===== config.mk =====
export PLATFORM = sky130hd
export DESIGN_NAME = tsnv_search
export DESIGN_NICKNAME = d
export VERILOG_FILES = /design/src/tsnv_pkg.sv /design/src/tsnv_search.sv
export SDC_FILE = /design/constraint.sdc
export NUM_CORES = 1
export LEC_CHECK = 0
export BUFFER_PORTS_ARGS = -buffer_cell sky130_fd_sc_hd__buf_2
export CAP_MARGIN = 40
export CORE_UTILIZATION = 50
export CTS_BUF_LIST = sky130_fd_sc_hd__clkbuf_4
export DETAILED_ROUTE_END_ITERATION = 10
export PLACE_DENSITY = 0.73
export SKIP_LAST_GASP = 1
export SLEW_MARGIN = 5
export SYNTH_ARGS = -nofsm -noshare
export SYNTH_HDL_FRONTEND = slang
export SYNTH_SLANG_ARGS = --single-unit

===== constraint.sdc =====
create_clock -name clk_i -period 7.5 [get_ports clk_i]
set_input_delay 1.5 -clock clk_i [delete_from_list [all_inputs] [get_ports clk_i]]
set_output_delay 1.5 -clock clk_i [all_outputs]
set_load 0.05 [all_outputs]

===== src/tsnv_pkg.sv =====
// Shared widths, command codes, sentinels and interface structs for the two-set visit cost core.
package tsnv_pkg;

  localparam int unsigned TableDepth = 1024;

  localparam int unsigned CmdW  = 2;
  localparam int unsigned PosW  = 34;
  localparam int unsigned DistW = 36;
  localparam int unsigned GapW  = 36;
  localparam int unsigned SumW  = 38;

  typedef enum logic [CmdW-1:0] {
    CMD_LOAD_A = 2'd0,
    CMD_LOAD_B = 2'd1,
    CMD_QUERY  = 2'd2,
    CMD_CLEAR  = 2'd3
  } cmd_e;

  // Sentinels framing each table: one below every point, one above every point.
  localparam logic signed [GapW-1:0] LowSentinel  = -36'sd10000000000;
  localparam logic signed [GapW-1:0] HighSentinel = 36'sd20000000000;

  // Control from the sequencer to the search unit.
  typedef struct packed {
    logic start;
    logic right;
  } srch_ctrl_t;

  // Status from the search unit back to the sequencer.
  typedef struct packed {
    logic                   done;
    logic signed [GapW-1:0] gap;
  } srch_res_t;

endpackage


===== src/tsnv_search.sv =====
// Shared binary search unit: finds the nearest framed entry below or above x and its gap.
module tsnv_search #(
  parameter int unsigned TableDepth = tsnv_pkg::TableDepth,
  localparam int unsigned AddrW = (TableDepth > 1) ? $clog2(TableDepth) : 1,
  localparam int unsigned CntW  = $clog2(TableDepth + 1),
  localparam int unsigned IdxW  = $clog2(TableDepth + 3)
) (
  input  logic                      clk_i,
  input  logic                      rst_ni,
  input  tsnv_pkg::srch_ctrl_t      ctrl_i,
  input  logic [tsnv_pkg::PosW-1:0] x_i,
  input  logic [CntW-1:0]           count_i,
  input  logic [tsnv_pkg::PosW-1:0] rd_data_i,
  output logic [AddrW-1:0]          rd_addr_o,
  output tsnv_pkg::srch_res_t       res_o
);

  typedef enum logic [3:0] {
    S_IDLE = 4'b0001,
    S_MID  = 4'b0010,
    S_CMP  = 4'b0100,
    S_GAP  = 4'b1000
  } srch_state_e;

  srch_state_e state_q, state_d;
  logic        done_q;

  logic [IdxW-1:0] lo_q, hi_q, mid_q, k_q;
  logic            right_q;
  logic signed [tsnv_pkg::GapW-1:0] gap_q;

  logic [IdxW-1:0]             n_ext, last_idx, mid_c, k_clamp, k_fin, addr_idx;
  logic [tsnv_pkg::PosW:0]     target;
  logic                        ge;
  logic signed [tsnv_pkg::GapW-1:0] entry, x_s, gap_c;

  assign n_ext    = IdxW'(count_i);
  assign last_idx = n_ext + IdxW'(1);
  assign mid_c    = lo_q + ((hi_q - lo_q) >> 1);

  // Final index: clamp to the high sentinel, and step back one for the left search.
  assign k_clamp = (lo_q > last_idx) ? last_idx : lo_q;
  assign k_fin   = (!right_q && (k_clamp != '0)) ? (k_clamp - IdxW'(1)) : k_clamp;

  // Framed index k maps to table entry k-1; sentinel indexes read a don't-care address.
  always_comb begin
    if (state_q == S_MID) begin
      addr_idx = (lo_q < hi_q) ? mid_c : k_fin;
    end else begin
      addr_idx = mid_q;
    end
  end
  assign rd_addr_o = AddrW'(addr_idx - IdxW'(1));

  // The left search looks for the first entry at or above x+1.
  assign target = right_q ? {1'b0, x_i} : ({1'b0, x_i} + (tsnv_pkg::PosW + 1)'(1));

  always_comb begin
    if (mid_q == '0) begin
      ge = 1'b0;
    end else if (mid_q > n_ext) begin
      ge = 1'b1;
    end else begin
      ge = (target <= {1'b0, rd_data_i});
    end
  end

  always_comb begin
    if (k_q == '0) begin
      entry = tsnv_pkg::LowSentinel;
    end else if (k_q > n_ext) begin
      entry = tsnv_pkg::HighSentinel;
    end else begin
      entry = $signed(tsnv_pkg::GapW'(rd_data_i));
    end
  end

  assign x_s   = $signed(tsnv_pkg::GapW'(x_i));
  assign gap_c = right_q ? (entry - x_s) : (x_s - entry);

  always_comb begin
    state_d = state_q;
    unique case (state_q)
      S_IDLE: if (ctrl_i.start) state_d = S_MID;
      S_MID:  state_d = (lo_q < hi_q) ? S_CMP : S_GAP;
      S_CMP:  state_d = S_MID;
      S_GAP:  state_d = S_IDLE;
      default: state_d = S_IDLE;
    endcase
  end

  always_ff @(posedge clk_i or negedge rst_ni) begin
    if (!rst_ni) begin
      state_q <= S_IDLE;
      done_q  <= 1'b0;
    end else begin
      state_q <= state_d;
      done_q  <= (state_q == S_GAP);
    end
  end

  always_ff @(posedge clk_i) begin
    unique case (state_q)
      S_IDLE: begin
        if (ctrl_i.start) begin
          lo_q    <= '0;
          hi_q    <= n_ext + IdxW'(2);
          right_q <= ctrl_i.right;
        end
      end
      S_MID: begin
        if (lo_q < hi_q) begin
          mid_q <= mid_c;
        end else begin
          k_q <= k_fin;
        end
      end
      S_CMP: begin
        if (ge) begin
          hi_q <= mid_q;
        end else begin
          lo_q <= mid_q + IdxW'(1);
        end
      end
      S_GAP: gap_q <= gap_c;
      default: ;
    endcase
  end

  assign res_o.done = done_q;
  assign res_o.gap  = gap_q;

  a_mid_in_window: assert property (@(posedge clk_i) disable iff (!rst_ni)
    state_q == S_CMP |-> (mid_q >= lo_q) && (mid_q < hi_q))
    else $error("search probe lies outside the live window");

  a_final_index: assert property (@(posedge clk_i) disable iff (!rst_ni)
    state_q == S_GAP |-> k_q <= last_idx)
    else $error("search result index runs past the high sentinel");

endmodule


==> impl_metrics.ini <==
[routing]
wl_met3_microns = 3450
detail-route-antenna-nets = 0
wl_met2_microns = 15500
dr.pass1.iters = 6
met1_length_microns = 16700
drtIter0Drc = 1087
highest_layer = met4
drc = 0
wl_microns = 36900
via_per_inst = 6.04
route.vias.total = 11400
wire_per_inst_microns = 19.7

[min_path]
hold_end = state_q[1]
min_from = state_q[3]
min_path_type = reg -> reg
whs_path_depth = 1

[logic_synthesis]
syn_area_sq_um = 11400
syn_area_per_cell_sq_um = 8.12
synth_ff_type = edfxtp_1
synthTopCellsByArea = edfxtp_1 (21%), ha_1 (18%), xnor2_1 (7.3%)
syn-num-nets = 1656
synth.most_common_cell = ha_1
synth-edff-count = 81
ys_seq_elements = 86
netlist-cell-type-count = 86
syn-instance-count = 1407
synth_top_area_share_pct = 21.3
ys_seq_area_share_pct = 22.4
yosys_warnings = 0
synth_common_cells = ha_1 (162), inv_1 (147), a21oi_1 (125)
synth_top_area_cell = edfxtp_1
async_flop_share_pct = 5.81

[global_routing]
grt_usage_pct = 31.2
grt_max_degree = 50
grt_first_pass_wirelength_microns = 57200
gr-total-overflow = 0
antenna_found_initial = 2
grt_pass1_vias = 10700

[die]
die-width_microns = 153
initial_core_util_pct = 51.7
coreArea_sq_um = 22100
dieArea_sq_um = 23500
die_h_microns = 153
rows = 54
ios = 130

[finish]
postLayoutCellArea_sq_um = 13600
layout.nets = 1842
stdcell_count = 1880
layout-drive-gt1-share_pct = 20.8
syn_to_final_growth_pct = 18.8

[cts]
cts_tree = built
clkSinkCount = 86
cts_buffer_depth = 2
clock_latency_ps = 520
numCtsBuffers = 9
clkTransAtPathRegs_ps = 170
cts-root-buf = clkbuf_4
htree_levels = 3

[sta]
worst_pin_slew_ps = 806
timing.final.crit_share_pct = 101
finalHoldViolCount = 0
worst_slack_ps = -90.5
max_freq_ghz = 0.132
skew_ps = 32.7
rsz0062_at_grt = yes
drv_slew = 0
setup_violations = 6
slew_headroom_pct = 45.8
setup_tns_ps = -331
fin_crit_ps = 7590

[critical_path]
worstSetupStartpoint = count_i[1]
crit_type = in -> out
cp_max_fo = 7
reg2regPathDepth = 26
r2r_slack_ps = 1430
end_kind = primary output
cp_top_family = compound AO/OA/AOI/OAI gates
crit_required_ps = 6000
r2r-end = gap_q[32]
cpMaxStageDelayCell = a2111oi_4
path_buf_inv = 5
worstPathArrival_ps = 6090
regToRegStartpoint = k_q[1]
startpoint_type = input pin
slowest_delay_ps = 380

[power]
p_leak_nw = 6.07
power.total_w = 0.00344
power_density_nw_per_um2 = 253
peakVddDrop_v = 0.000267

[outcome]
violations = setup timing
status = finished, violations left

[placement]
io_buffers = 129
place_congestion = 0.960
hpwl_microns = 29500
dpl_cell_area_sq_um = 13000
dp.cells = 1848

[flow_run]
cap_violations = 0
==> repair_timing <==
action	in CTS	in global routing
hold buffers	0	0
resized for setup	29	34
buffers inserted	9	7
setup endpoints to repair	8	9
pin swaps	22	18
endpoints found under the hold margin	0	0
==> registers in the layout, indices dropped and copies added, names as in the netlist <==
signal / count
mid_q: 11
gap_q: 36
k_q: 11
done_q: 1
lo_q: 11
right_q: 1
hi_q: 11
state_q: 4
==> layout by cell type (no fill, tap or decap), types with 10 or more instances in the layout <==
master    instances
nand3_1          37
mux2i_1          12
xnor2_1          83
buf_4            90
a211oi_1         14
buf_2           121
and2_1           11
nor2b_1          12
and3_1           16
a21oi_1         119
inv_1           146
o21ai_0          87
edfxtp_1         81
buf_6            12
nand2_1         105
ha_1            156
o21bai_1         28
nand4_1          32
xor2_1           25
nor3_1           31
a31oi_1          11
nor2_1          103
o211ai_1         10
o21a_1           19
a21o_1           37
or3_1            10
==> layout make-up <==
type	instances	area, sq um
sequential	86	2560
multi-input combinational	1124	8520
antenna	2	5.00
inverter	147	554
timing repair buffer	225	1460
clock inverter	7	75.1
fill	1935	8510
tap	280	350
clock buffer	9	67.6
==> power by group <==
part	internal (W)	switching (W)	leakage [nW]
logic	0.000955	0.00141	5.19
registers	0.000688	0.0000857	0.808
clock network	0.0000801	0.000217	0.0757
==> routing by layer <==
layer  up-vias  GRT usage (%)
li1       5403              -
met1      5317           44.3
met2       550           47.4
met3        93           5.73
met4         0           10.4
met5         -              0
==> cells by family after synthesis <==
kind of cell / Yosys count / share of synthesized area (%)
AND/OR/NAND/NOR: 421 / 18.7
AO/OA/AOI/OAI: 391 / 21.8
buffers and inverters: 197 / 6.98
adder cells (fa/ha/maj): 166 / 18.4
XOR/XNOR: 126 / 9.92
flip-flops: 86 / 22.4
multiplexers: 20 / 1.80
==> per-stage QoR <==
step                      worst slack, ps  hold WS [ps]  utilization [%]
after floorplan                      -195           516                -
after global placement               -121           578             59.0
after detailed placement             -289           606             59.0
after CTS                           -4.70           625             60.6
after global routing                 -294           658             61.5
final                               -90.5           629             61.5
==> worst max path at each step <==
stage | cells after the start | endpoint | slack (ps)
2_1_floorplan | 26 | rd_addr_o[4] | -200
3_3_place_gp | 27 | rd_addr_o[8] | -120
3_5_place_dp | 28 | rd_addr_o[4] | -290
4_1_cts | 28 | rd_addr_o[8] | -5
5_1_grt | 26 | rd_addr_o[8] | -290
6_report | 27 | rd_addr_o[8] | -90
Power figures use the tool's default switching activity.
