**config.mk**
```make
export PLATFORM = sky130hd
export DESIGN_NAME = tsnv_min
export DESIGN_NICKNAME = d
export VERILOG_FILES = /design/src/tsnv_pkg.sv /design/src/tsnv_min.sv
export SDC_FILE = /design/constraint.sdc
export NUM_CORES = 1
export LEC_CHECK = 0
export BUFFER_PORTS_ARGS = -buffer_cell sky130_fd_sc_hd__buf_2
export CAP_MARGIN = 20
export CORE_MARGIN = 1
export CORE_UTILIZATION = 40
export CTS_CLUSTER_DIAMETER = 50
export DETAILED_ROUTE_END_ITERATION = 12
export PLACE_DENSITY = 0.74
export SKIP_CTS_REPAIR_TIMING = 1
export SYNTH_ARGS = -nofsm -noshare
export SYNTH_HDL_FRONTEND = slang
export SYNTH_SLANG_ARGS = --single-unit
```
**constraint.sdc**
```tcl
create_clock -name clk_i -period 12.6 [get_ports clk_i]
set_input_delay 1.26 -clock clk_i [delete_from_list [all_inputs] [get_ports clk_i]]
set_output_delay 1.26 -clock clk_i [all_outputs]
set_load 0.05 [all_outputs]
```
**src/tsnv_pkg.sv**
```systemverilog
// Shared widths, command codes, sentinels and interface structs for the two-set visit cost core.
package tsnv_pkg;

  localparam int unsigned TableDepth = 1024;

  localparam int unsigned CmdW  = 2;
  localparam int unsigned PosW  = 34;
  localparam int unsigned DistW = 36;
  localparam int unsigned GapW  = 36;
  localparam int unsigned SumW  = 38;

  typedef enum logic [CmdW-1:0] {
    CMD_LOAD_A = 2'd0,
    CMD_LOAD_B = 2'd1,
    CMD_QUERY  = 2'd2,
    CMD_CLEAR  = 2'd3
  } cmd_e;

  // Sentinels framing each table: one below every point, one above every point.
  localparam logic signed [GapW-1:0] LowSentinel  = -36'sd10000000000;
  localparam logic signed [GapW-1:0] HighSentinel = 36'sd20000000000;

  // Control from the sequencer to the search unit.
  typedef struct packed {
    logic start;
    logic right;
  } srch_ctrl_t;

  // Status from the search unit back to the sequencer.
  typedef struct packed {
    logic                   done;
    logic signed [GapW-1:0] gap;
  } srch_res_t;

endpackage

```
**src/tsnv_min.sv**
```systemverilog
// Sequential minimum over the six route costs built from the four gaps.
module tsnv_min (
  input  logic                              clk_i,
  input  logic                              rst_ni,
  input  logic                              start_i,
  input  logic signed [tsnv_pkg::GapW-1:0]  sl_i,
  input  logic signed [tsnv_pkg::GapW-1:0]  tl_i,
  input  logic signed [tsnv_pkg::GapW-1:0]  sr_i,
  input  logic signed [tsnv_pkg::GapW-1:0]  tr_i,
  output logic                              done_o,
  output logic [tsnv_pkg::DistW-1:0]        dist_o
);

  typedef enum logic [2:0] {
    CAND_MAX_L  = 3'd0,
    CAND_MAX_R  = 3'd1,
    CAND_2SL_TR = 3'd2,
    CAND_2TL_SR = 3'd3,
    CAND_SL_2TR = 3'd4,
    CAND_TL_2SR = 3'd5
  } cand_e;

  localparam int unsigned SumW = tsnv_pkg::SumW;
  localparam int unsigned GapW = tsnv_pkg::GapW;

  cand_e                  idx_q;
  logic                   busy_q, done_q;
  logic signed [SumW-1:0] best_q;

  logic signed [GapW-1:0] op_a, op_b, larger;
  logic                   use_max;
  logic signed [SumW-1:0] cand, twice_a, b_ext;

  always_comb begin
    op_a    = sl_i;
    op_b    = tl_i;
    use_max = 1'b0;
    case (idx_q)
      CAND_MAX_L:  begin op_a = sl_i; op_b = tl_i; use_max = 1'b1; end
      CAND_MAX_R:  begin op_a = sr_i; op_b = tr_i; use_max = 1'b1; end
      CAND_2SL_TR: begin op_a = sl_i; op_b = tr_i; end
      CAND_2TL_SR: begin op_a = tl_i; op_b = sr_i; end
      CAND_SL_2TR: begin op_a = tr_i; op_b = sl_i; end
      CAND_TL_2SR: begin op_a = sr_i; op_b = tl_i; end
      default:     begin op_a = sl_i; op_b = tl_i; end
    endcase
  end

  assign larger  = (op_a > op_b) ? op_a : op_b;
  assign twice_a = $signed({op_a[GapW-1], op_a, 1'b0});
  assign b_ext   = $signed({{(SumW - GapW){op_b[GapW-1]}}, op_b});
  assign cand    = use_max ? $signed({{(SumW - GapW){larger[GapW-1]}}, larger})
                           : (twice_a + b_ext);

  always_ff @(posedge clk_i or negedge rst_ni) begin
    if (!rst_ni) begin
      busy_q <= 1'b0;
      done_q <= 1'b0;
      idx_q  <= CAND_MAX_L;
    end else begin
      done_q <= 1'b0;
      if (start_i) begin
        busy_q <= 1'b1;
        idx_q  <= CAND_MAX_L;
      end else if (busy_q) begin
        if (idx_q == CAND_TL_2SR) begin
          busy_q <= 1'b0;
          done_q <= 1'b1;
        end else begin
          idx_q <= cand_e'(idx_q + 3'd1);
        end
      end
    end
  end

  always_ff @(posedge clk_i) begin
    if (start_i) begin
      best_q <= $signed({1'b0, {(SumW - 1){1'b1}}});
    end else if (busy_q && (cand < best_q)) begin
      best_q <= cand;
    end
  end

  // A negative minimum can only come from out-of-order loads; it reads as zero.
  assign dist_o = best_q[SumW-1] ? '0 : best_q[tsnv_pkg::DistW-1:0];
  assign done_o = done_q;

endmodule

```
==> out/results.txt, run 1 <==
Via density: 6.31
EDFF count, synth: 0
FF+latch count, synth: 43
GRT Total Usage: 27.7%
drt total wl: 30.9 mm
Worst Path Arrival: 9.00 ns
worst slew pin tran: 0.751 ns
Core Region: 20600 µm²
first-pass GRT wire length: 48.7 mm
CTS Buffer Depth: 2
number of max-cap violations: 0
via count: 10000
Avg WL per Cell: 19.5 µm
FMAX: 113 MHz
Top FF cell, synth: dfxtp_1
Hold Violations, Final: 0
die footprint: 21900 µm²
Worst Skew: 0.0123 ns
Setup violations, final: 0
io pins: 184
# nets final: 1579
Worst EP required: 12.78 ns
Final Cycle Share: 70.0%
setup TNS: 0 ns
largest net degree at the start of global routing: 74
Crit path max-delay family: compound AO/OA/AOI/OAI gates
Worst setup EP type: flip-flop
Sink Count: 43
drt initial violations: 1303
syn_nets: 1453
Netlist cell types: 71
Worst-Skew Late Latency: 0.30 ns
ys async rst share: 11.6%
Worst Setup Start Kind: flip-flop
Synth Instances: 1191
# port buffers: 183
crit-path max cell delay: 0.62 ns
DRC Markers: 0
Syn Area/Cell: 7.14 µm²
Max H-tree Level: 2
CP Buf/Inv Count: 6
pins over their slew limit: 0
CTS Root Cell: clkbuf_16
initial cell density of the core: 41.4%
die width: 148 µm
initial antenna violation count: 0
Critical Path Most Common Cell: buf_4
YS warnings: 0
# diodes: 0
Slew headroom: 50.0%
Layout area overhead: 14.1%
CTS buffer count: 5
Clock Pin Slew Worst Setup and Hold Paths: 0.07 ns
Seq/Total Area, Yosys: 10.4%
DRT Pass-1 Iters: 13
crit path max fanout: 42
hpwl dp: 24.6 mm
vias in the first global route: 9000
total congestion overflow: 0
HP Class: reg2reg
crit path max-delay cell type: a31o_4
post-detailed-route count of antenna-violating nets: 0
number of core rows: 52
synthesized cell area: 8510 µm²
RSZ-0062 raised after global routing: no
CTS tree: built
share of cells above drive strength 1: 18.4%
run status: complete, no violations
Routability Congestion: 1.02
Setup Crit Path Kind: reg2reg
Die Y: 148 µm
min Tclk post-route: 8.82 ns
-- final timing paths --
kind | from | end | slack [ns] | depth (start not counted)
worst max-delay path | idx_q[1] | best_q[21] | 3.78 | 30
worst min-delay path | best_q[34] | best_q[34] | 0.51 | 2
worst max register to register | idx_q[1] | best_q[21] | 3.78 | 30
worst min register to register | best_q[34] | best_q[34] | 0.51 | 2
max in group asynchronous | rst_ni | idx_q[2] | 11.69 | 1
min in group asynchronous | rst_ni | idx_q[0] | 0.77 | 1
-- cell usage in the layout (no fill, tap or decap), drive strengths merged, types with 4 or more instances in the layout --
| master | netlist | final |
|---|---|---|
| buf | 9 | 195 |
| nor2 | 149 | 149 |
| ha | 114 | 114 |
| nand2 | 108 | 108 |
| a21oi | 100 | 100 |
| inv | 92 | 92 |
| a222oi | 62 | 62 |
| mux2i | 44 | 44 |
| o21ai | 42 | 42 |
| dfxtp | 38 | 38 |
| a21o | 32 | 32 |
| a211oi | 25 | 25 |
| nor4 | 25 | 25 |
| nand4 | 24 | 24 |
| a31oi | 18 | 18 |
| nor3 | 17 | 17 |
| xnor2 | 16 | 16 |
| nand3 | 14 | 14 |
| o31ai | 14 | 14 |
| a31o | 13 | 13 |
| a221o | 12 | 12 |
| a22o | 12 | 12 |
| a311oi | 11 | 11 |
| and2 | 10 | 10 |
| o211ai | 9 | 9 |
| or2 | 9 | 9 |
| xor2 | 8 | 8 |
| o21a | 7 | 7 |
| nand2b | 7 | 7 |
| nor2b | 7 | 7 |
| a211o | 7 | 7 |
| and3 | 7 | 7 |
| clkbuf | 67 | 7 |
| mux2 | 7 | 7 |
| or3 | 6 | 6 |
| and4 | 5 | 5 |
| dfrtp | 5 | 5 |
| o21bai | 4 | 4 |
| a221oi | 4 | 4 |
-- area by class of cell --
| cell class | count | area (µm²) |
|---|---|---|
| fillers | 2126 | 10900 |
| multi-input cells | 980 | 6960 |
| repair buffers | 195 | 1010 |
| flip-flops and latches | 43 | 886 |
| inverters | 92 | 345 |
| well taps | 270 | 338 |
| clock buffers | 7 | 164 |
| clock inverters | 1 | 5.00 |
-- sequential cells by signal (all words and copies together), names as in the netlist --
register  flops
best_q       38
idx_q         3
busy_q        1
done_o        1
-- layer usage --
metal	up-vias	track usage (%)	wire (µm)
met1	4613	41.6	14500
met2	609	42.3	13000
li1	4778	-	-
met5	-	0	0
met4	0	5.15	411
met3	28	3.21	2990
-- synth_stat cells, drive strengths merged (3+ instances only) --
master	number	area share (%)
dfxtp	38	8.9
o21a	7	0.62
a311oi	11	1.1
inv	92	4.1
a221oi	4	0.41
a222oi	62	7.3
nand2	108	4.8
a31oi	18	1.3
dfrtp	5	1.5
a211o	7	0.72
and3	7	0.57
a22o	12	1.2
nor3	17	1.0
nand3	14	0.82
mux2	7	0.93
and2	10	0.74
mux2i	44	5.2
nor2	149	6.6
or2	9	0.66
o21ai	42	2.5
o21bai	4	0.35
or3	6	0.44
a221o	12	1.4
buf	9	1.2
xor2	8	0.82
clkbuf	67	3.0
a21o	32	2.8
ha	114	17
a2111oi	3	0.32
o211ai	9	0.79
o31ai	14	1.4
a21oi	100	6.0
nor4	25	1.8
nand4	24	1.8
xnor2	16	1.6
o211a	3	0.35
a211oi	25	2.2
nor2b	7	0.51
and4	5	0.51
a31o	13	1.4
nand2b	7	0.51
-- through the flow --
| stage | cells | util [%] | cell area (µm²) | worst slack, ns | hold WS [ns] |
|---|---|---|---|---|---|
| 6_report | 1588 | 47.2 | 9700 | 3.78 | 0.513 |
| 3_5_place_dp | 1580 | 46.4 | 9530 | 3.94 | 0.499 |
| 5_1_grt | 1588 | 47.2 | 9700 | 3.25 | 0.526 |
| 3_3_place_gp | 1580 | 46.4 | 9530 | 4.25 | 0.489 |
| 2_1_floorplan | 1191 | - | 8510 | 5.72 | 0.481 |
| 4_1_cts | 1588 | 47.2 | 9700 | 3.89 | 0.513 |
-- worst register-to-register path, delay by kind of cell, from the launching register on --
| family | cells | cell delay [ns] |
|---|---|---|
| flops | 1 | 0.43 |
| mux | 2 | 0.82 |
| buf+inv | 6 | 1.67 |
| fa+ha+maj | 3 | 0.72 |
| compound gates | 10 | 2.86 |
| simple gates | 9 | 2.21 |
-- cells by family (layout without fill, tap and decap cells) --
group,after synthesis,count (layout),share of synthesized area [%]
adder cells (fa/ha/maj),115,115,17.0
XOR/XNOR,24,24,2.47
flip-flops,43,43,10.4
AO/OA/AOI/OAI,396,396,34.4
AND/OR/NAND/NOR,394,394,21.4
buffers and inverters,168,295,8.22
multiplexers,51,51,6.10
Power of run 1 is not shown: default switching activity piles up to over one toggle a cycle in this logic, so the estimate is an artifact.
==> inputs of run 2 (changes only) <==
--- a/config.mk
+++ b/config.mk
@@ -5,6 +5,7 @@
 export SDC_FILE = /design/constraint.sdc
 export NUM_CORES = 1
 export LEC_CHECK = 0
+export ABC_AREA = 1
 export BUFFER_PORTS_ARGS = -buffer_cell sky130_fd_sc_hd__buf_2
 export CAP_MARGIN = 20
 export CORE_MARGIN = 1
==> constraint.sdc (replaced) <==
create_clock -name clk_i -period 8.7 [get_ports clk_i]
set_input_delay 0.87 -clock clk_i [delete_from_list [all_inputs] [get_ports clk_i]]
set_output_delay 0.87 -clock clk_i [all_outputs]
set_load 0.05 [all_outputs]
==> run 2 against run 1 <==
Against the previous run:
- setup slack worse by 3.0 ns
- sequential share of layout area about the same
- core utilization is 0.20 points higher
- cell area up 0.43%
- flip-flop and latch count unchanged
- worst hold slack lost 0.12 ns
- routed wire length decreased by 0.93%
- non-clock buffer count is 3 higher
- critical endpoint unchanged
- highest routed layer unchanged
==> out/results.txt, run 2 <==
GRT Total Usage: 27.4% (was 27.7%)
syn_nets: 1738 (was 1453)
leakage power: 0.00537 µW
Worst-Skew Late Latency: 0.29 ns (was 0.30 ns)
crit path max fanout: 37 (was 42)
M1 GR Usage: 40.2% (was 41.6%)
Synth Instances: 1476 (was 1191)
hpwl dp: 25.1 mm (was 24.6 mm)
vias in the first global route: 9453 (was 9000)
# nets final: 1878 (was 1579)
top post-synthesis cells by area: ha_1 (17%), nand2_1 (16%), inv_1 (9.9%) (was ha_1 (17%), dfxtp_1 (8.9%), a222oi_1 (7.3%))
Seq/Total Area, Yosys: 10.4% (about the same)
die footprint: 21800 µm² (was 21900 µm²)
CTS Buffer Depth: 2 (unchanged)
first-pass GRT wire length: 48.4 mm (was 48.7 mm)
Clock Pin Slew Worst Setup and Hold Paths: 0.07 ns (about the same)
Hold Violations, Final: 0 (unchanged)
Top Usage Layer GRT: met2 (unchanged)
pins over their slew limit: 0 (unchanged)
Post-synth top cells: nand2_1 (368), inv_1 (225), a21oi_1 (144) (was nor2_1 (149), ha_1 (114), nand2_1 (108))
DRT Pass-1 Iters: 5 (was 13)
P per Cell Area: 381 nW/µm²
M3 GR Usage: 2.72% (was 3.21%)
Setup Crit Path Kind: reg2reg (unchanged)
CTS buffer count: 5 (unchanged)
CP Buf/Inv Count: 3 (was 6)
Max H-tree Level: 2 (unchanged)
# diodes: 0 (unchanged)
post-detailed-route count of antenna-violating nets: 0 (unchanged)
setup TNS: 0 ns (unchanged)
Slew headroom: 45.2% (was 50.0%)
HP Class: in2async (was reg2reg)
most frequent cells in the layout: nand2_1 (367), inv_1 (225), buf_2 (183), a21oi_1 (144), nor2_1 (128) (was buf_2 (183), nor2_1 (147), ha_1 (113), nand2_1 (108), a21oi_1 (98))
Routability Congestion: 0.941 (was 1.02)
initial antenna violation count: 0 (unchanged)
via count: 10500 (was 10000)
DRC Markers: 0 (unchanged)
largest register by flop count: best_q (unchanged)
Core Region: 20600 µm² (unchanged)
YS warnings: 0 (unchanged)
commonest non-fill, non-tap cell in the layout: nand2_1 (was buf_2)
Netlist cell types: 48 (was 71)
synthesized cell area: 8500 µm² (was 8510 µm²)
Top FF cell, synth: dfxtp_1 (unchanged)
Worst EP required: 8.93 ns (was 12.78 ns)
largest net degree at the start of global routing: 48 (was 74)
Worst Skew: 0.00701 ns (was 0.0123 ns)
FMAX: 126 MHz (was 113 MHz)
CTS Root Cell: clkbuf_16 (unchanged)
number of max-cap violations: 0 (unchanged)
EDFF count, synth: 0 (unchanged)
Sink Count: 43 (unchanged)
worst vdd ir: 0.181 mV
FF+latch count, synth: 43 (unchanged)
Via density: 5.56 (was 6.31)
total congestion overflow: 0 (unchanged)
Critical Path Most Common Cell: nand2_1 (was buf_4)
drt initial violations: 1016 (was 1303)
crit-path max cell delay: 0.64 ns (was 0.62 ns)
io pins: 184 (unchanged)
die width: 148 µm (about the same)
Worst Setup Start Kind: flip-flop (unchanged)
Largest regs: best_q x38, idx_q x3 (unchanged)
cell with the most instances after synthesis: nand2_1 (was nor2_1)
initial cell density of the core: 41.4% (about the same)
post-synth top area share: 16.8% (about the same)
share of cells above drive strength 1: 14.0% (was 18.4%)
Avg WL per Cell: 16.2 µm (was 19.5 µm)
min Tclk post-route: 7.93 ns (was 8.82 ns)
ys async rst share: 11.6% (unchanged)
RSZ-0062 raised after global routing: no (unchanged)
final worst slack: 0.770 ns (was 3.78 ns)
worst slack, placed: 0.979 ns (was 3.94 ns)
Crit path max-delay family: simple AND/OR/NAND/NOR gates (was compound AO/OA/AOI/OAI gates)
# port buffers: 183 (unchanged)
Worst setup EP type: flip-flop (unchanged)
worst slew pin tran: 0.813 ns (was 0.751 ns)
drt total wl: 30.6 mm (was 30.9 mm)
number of core rows: 52 (unchanged)
met2 GRT Util: 42.9% (was 42.3%)
Final Cycle Share: 91.2% (was 70.0%)
Setup violations, final: 0 (unchanged)
run status: complete, no violations (unchanged)
Synth area leader: ha_1 (unchanged)
Layout area overhead: 14.6% (was 14.1%)
Worst Path Arrival: 8.16 ns (was 9.00 ns)
max FFs per register: 38 (unchanged)
Syn Area/Cell: 5.76 µm² (was 7.14 µm²)
CTS tree: built (unchanged)
Die Y: 148 µm (about the same)
crit path max-delay cell type: o21ai_0 (was a31o_4)
[run 2: cell types whose count changed in the layout (fill, tap and decap cells not counted), moves of 34 or more]
cell	change
nand2_1	+259
nand3_1	+46
o21ai_0	+54
mux2i_1	-34
a222oi_1	-62
inv_1	+133
a21oi_1	+46
[run 2: cells by family (layout without fill, tap and decap cells)]
group | after synthesis | in the layout | share of synthesized area [%]
adder cells (fa/ha/maj) | 115 | 115 | 17.0
AND/OR/NAND/NOR | 630 | 630 | 31.1
buffers and inverters | 295 | 436 | 13.5
AO/OA/AOI/OAI | 368 | 368 | 25.3
flip-flops | 43 | 43 | 10.4
XOR/XNOR | 16 | 16 | 1.65
multiplexers | 9 | 9 | 1.06
[run 2: cell type report]
class                           instances  area, µm²
Tap cell                              270        338
Timing Repair Buffer                  198       1030
Fill cell                            2254      10800
Sequential cell                        43        886
Multi-Input combinational cell       1138       6480
Clock buffer                            5        125
Inverter                              230        863
Clock inverter                          3       23.8
[run 2: worst paths after layout]
path | slack (ns) | endpoint | startpoint | depth (start not counted)
setup reg to reg | 0.77 | best_q[21] | idx_q[0] | 33
hold reg to reg | 0.46 | best_q[9] | best_q[9] | 2
max in group asynchronous | 8.14 | idx_q[1] | rst_ni | 1
hold / removal | 0.40 | idx_q[2] | rst_ni | 1
setup / recovery | 0.77 | best_q[21] | idx_q[0] | 33
min in group clk_i | 0.46 | best_q[9] | best_q[9] | 2
[run 2: routing by layer]
| layer | part of all wire, % | wire, µm | vias to the layer above |
|---|---|---|---|
| met1 | 46 | 14100 | 4654 |
| met4 | 1.6 | 493 | 0 |
| met2 | 43 | 13100 | 557 |
| met3 | 9.5 | 2910 | 30 |
| met5 | 0 | 0 | - |
| li1 | - | - | 5250 |
[run 2: power breakdown]
group / internal, µW / total [µW] / leakage (µW) / switching [µW]
sequential: 281 / 320 / 0.000379 / 38.3
combinational: 982 / 3200 / 0.00493 / 2220
clock: 108 / 195 / 0.0000664 / 87.0
total: 1370 / 3710 / 0.00537 / 2340
[run 2: stage by stage]
| step | area, µm² | std cells | hold WS, ns | utilization (%) | total power, µW |
|---|---|---|---|---|---|
| after global placement | 9590 | 1879 | 0.437 | 46.7 | 3400 |
| after global routing | 9740 | 1887 | 0.402 | 47.4 | 4100 |
| after floorplan | 8500 | 1476 | 0.429 | - | 2740 |
| final | 9740 | 1887 | 0.397 | 47.4 | 3710 |
| after CTS | 9740 | 1887 | 0.401 | 47.4 | 3670 |
| after detailed placement | 9590 | 1879 | 0.443 | 46.7 | 3470 |
(Power assumes the default switching activity.)
==> inputs of run 3 (changes only) <==
--- a/config.mk
+++ b/config.mk
@@ -10,6 +10,7 @@
 export CAP_MARGIN = 20
 export CORE_MARGIN = 1
 export CORE_UTILIZATION = 40
+export CTS_BUF_LIST = sky130_fd_sc_hd__clkbuf_2 sky130_fd_sc_hd__clkbuf_4 sky130_fd_sc_hd__clkbuf_8
 export CTS_CLUSTER_DIAMETER = 50
 export DETAILED_ROUTE_END_ITERATION = 12
 export PLACE_DENSITY = 0.74
==> run 3 against run 2 <==
Against the previous run:
- cell area fell by 0.58%
- combinational power is essentially flat
- core utilization down 0.27 points
- maximum frequency is essentially flat
==> out/results.txt, run 3 (same netlist as run 2, synthesis figures left out) <==
Largest regs: best_q x38, idx_q x3 (unchanged)
Register-to-Register Path Depth: 34 (was 33)
crit path max fanout: 37 (unchanged)
share of cells above drive strength 1: 14.0% (unchanged)
Fillers: 2264 (was 2254)
hpwl dp: 25.1 mm (unchanged)
Die Y: 148 µm (unchanged)
most frequent cells in the layout: nand2_1 (367), inv_1 (225), buf_2 (183), a21oi_1 (144), nor2_1 (128) (unchanged)
RSZ-0062 raised after global routing: no (unchanged)
max FFs per register: 38 (unchanged)
leakage power: 0.00535 µW (was 0.00537 µW)
run status: complete, no violations (unchanged)
vias in the first global route: 9449 (was 9453)
drt initial violations: 963 (was 1016)
FMAX: 126 MHz (about the same)
Worst setup EP type: flip-flop (unchanged)
DRC Markers: 0 (unchanged)
initial antenna violation count: 0 (unchanged)
Hold Violations, Final: 0 (unchanged)
largest net degree at the start of global routing: 48 (unchanged)
drt total wl: 30.6 mm (about the same)
# nets final: 1878 (unchanged)
DRT Pass-1 Iters: 6 (was 5)
pins over their slew limit: 0 (unchanged)
final non-filler cell total: 1887 (unchanged)
io pins: 184 (unchanged)
number of max-cap violations: 0 (unchanged)
crit-path max cell delay: 0.62 ns (was 0.64 ns)
Clock Pin Slew Worst Setup and Hold Paths: 0.10 ns (was 0.07 ns)
Routability Congestion: 0.941 (unchanged)
post-detailed-route count of antenna-violating nets: 0 (unchanged)
worst slew pin tran: 0.808 ns (was 0.813 ns)
r2r setup slk: 0.78 ns (was 0.77 ns)
Setup violations, final: 0 (unchanged)
Final Cycle Share: 91.1% (was 91.2%)
Hold WS: 0.368 ns (was 0.397 ns)
CTS Buffer Depth: 2 (unchanged)
commonest non-fill, non-tap cell in the layout: nand2_1 (unchanged)
Sink Count: 43 (unchanged)
Worst Skew: 0.00993 ns (was 0.00701 ns)
CTS buffer count: 5 (unchanged)
Core Region: 20600 µm² (unchanged)
Worst EP required: 8.95 ns (was 8.93 ns)
crit path max-delay cell type: o21ai_0 (unchanged)
Worst-Skew Late Latency: 0.32 ns (was 0.29 ns)
Reg area: 886 µm² (unchanged)
setup TNS: 0 ns (unchanged)
total congestion overflow: 0 (unchanged)
# port buffers: 183 (unchanged)
GRT Total Usage: 27.4% (about the same)
Worst Setup Start Kind: flip-flop (unchanged)
Slew headroom: 45.6% (was 45.2%)
Setup Crit Path Kind: reg2reg (unchanged)
Critical Path Most Common Cell: nand2_1 (unchanged)
Via density: 5.57 (was 5.56)
P per Cell Area: 378 nW/µm² (was 381 nW/µm²)
number of core rows: 52 (unchanged)
Layout area overhead: 13.9% (was 14.6%)
HP Class: in2async (unchanged)
worst vdd ir: 0.185 mV (was 0.181 mV)
min Tclk post-route: 7.92 ns (was 7.93 ns)
area of the multi-input gates: 6480 µm² (unchanged)
CTS Root Cell: clkbuf_8 (was clkbuf_16)
RR Endpoint: best_q[21] (unchanged)
largest register by flop count: best_q (unchanged)
CTS tree: built (unchanged)
Crit path max-delay family: simple AND/OR/NAND/NOR gates (unchanged)
via count: 10500 (about the same)
Reg-to-Reg Start: idx_q[1] (was idx_q[0])
initial cell density of the core: 41.4% (unchanged)
Worst Path Arrival: 8.18 ns (was 8.16 ns)
Max H-tree Level: 2 (unchanged)
die footprint: 21800 µm² (unchanged)
die width: 148 µm (unchanged)
first-pass GRT wire length: 48.4 mm (about the same)
Inst Count DP: 1879 (unchanged)
CP Buf/Inv Count: 5 (was 3)
Avg WL per Cell: 16.2 µm (about the same)
# diodes: 0 (unchanged)
[run 3: cell counts in the layout (fill, tap and decap cells not counted)]
Identical to the previous run, type by type.
[run 3: final cells by class]
cell class | instances | share of cell area (%)
timing repair buffer | 198 | 10.6
sequential | 43 | 9.14
multi-input combinational | 1138 | 66.9
tap | 270 | 3.49
clock inverter | 3 | 0.245
clock buffer | 5 | 0.710
inverter | 230 | 8.91
[run 3: power breakdown]
part	total (µW)	leakage (µW)	switching [µW]	internal (µW)
combinational	3200	0.00493	2220	982
sequential	320	0.000379	38.8	281
clock	142	0.0000408	84.6	57.6
[run 3: through the flow]
| step | setup slack, ns | power, µW | instance area (µm²) | utilization [%] |
|---|---|---|---|---|
| floorplan | 2.93 | 2740 | 8500 | - |
| global placement | 1.05 | 3400 | 9590 | 46.7 |
| detailed placement | 0.979 | 3470 | 9590 | 46.7 |
| CTS | 0.942 | 3610 | 9690 | 47.1 |
| global route | 0.149 | 4040 | 9690 | 47.1 |
| finish | 0.776 | 3670 | 9690 | 47.1 |
[run 3: worst max-delay path by stage]
stage | startpoint | end | cells after the start
2_1_floorplan | idx_q[0] | best_q[0] | 34
3_3_place_gp | idx_q[1] | best_q[21] | 34
3_5_place_dp | idx_q[2] | best_q[21] | 35
4_1_cts | idx_q[2] | best_q[21] | 35
5_1_grt | idx_q[1] | best_q[18] | 34
6_report | idx_q[1] | best_q[21] | 34
[run 3: per-layer routing]
layer | share of wire [%] | track usage (%)
met4 | 1.6 | 5.77
met1 | 47 | 40.5
met3 | 9.4 | 2.50
met5 | 0 | 0
met2 | 42 | 42.8
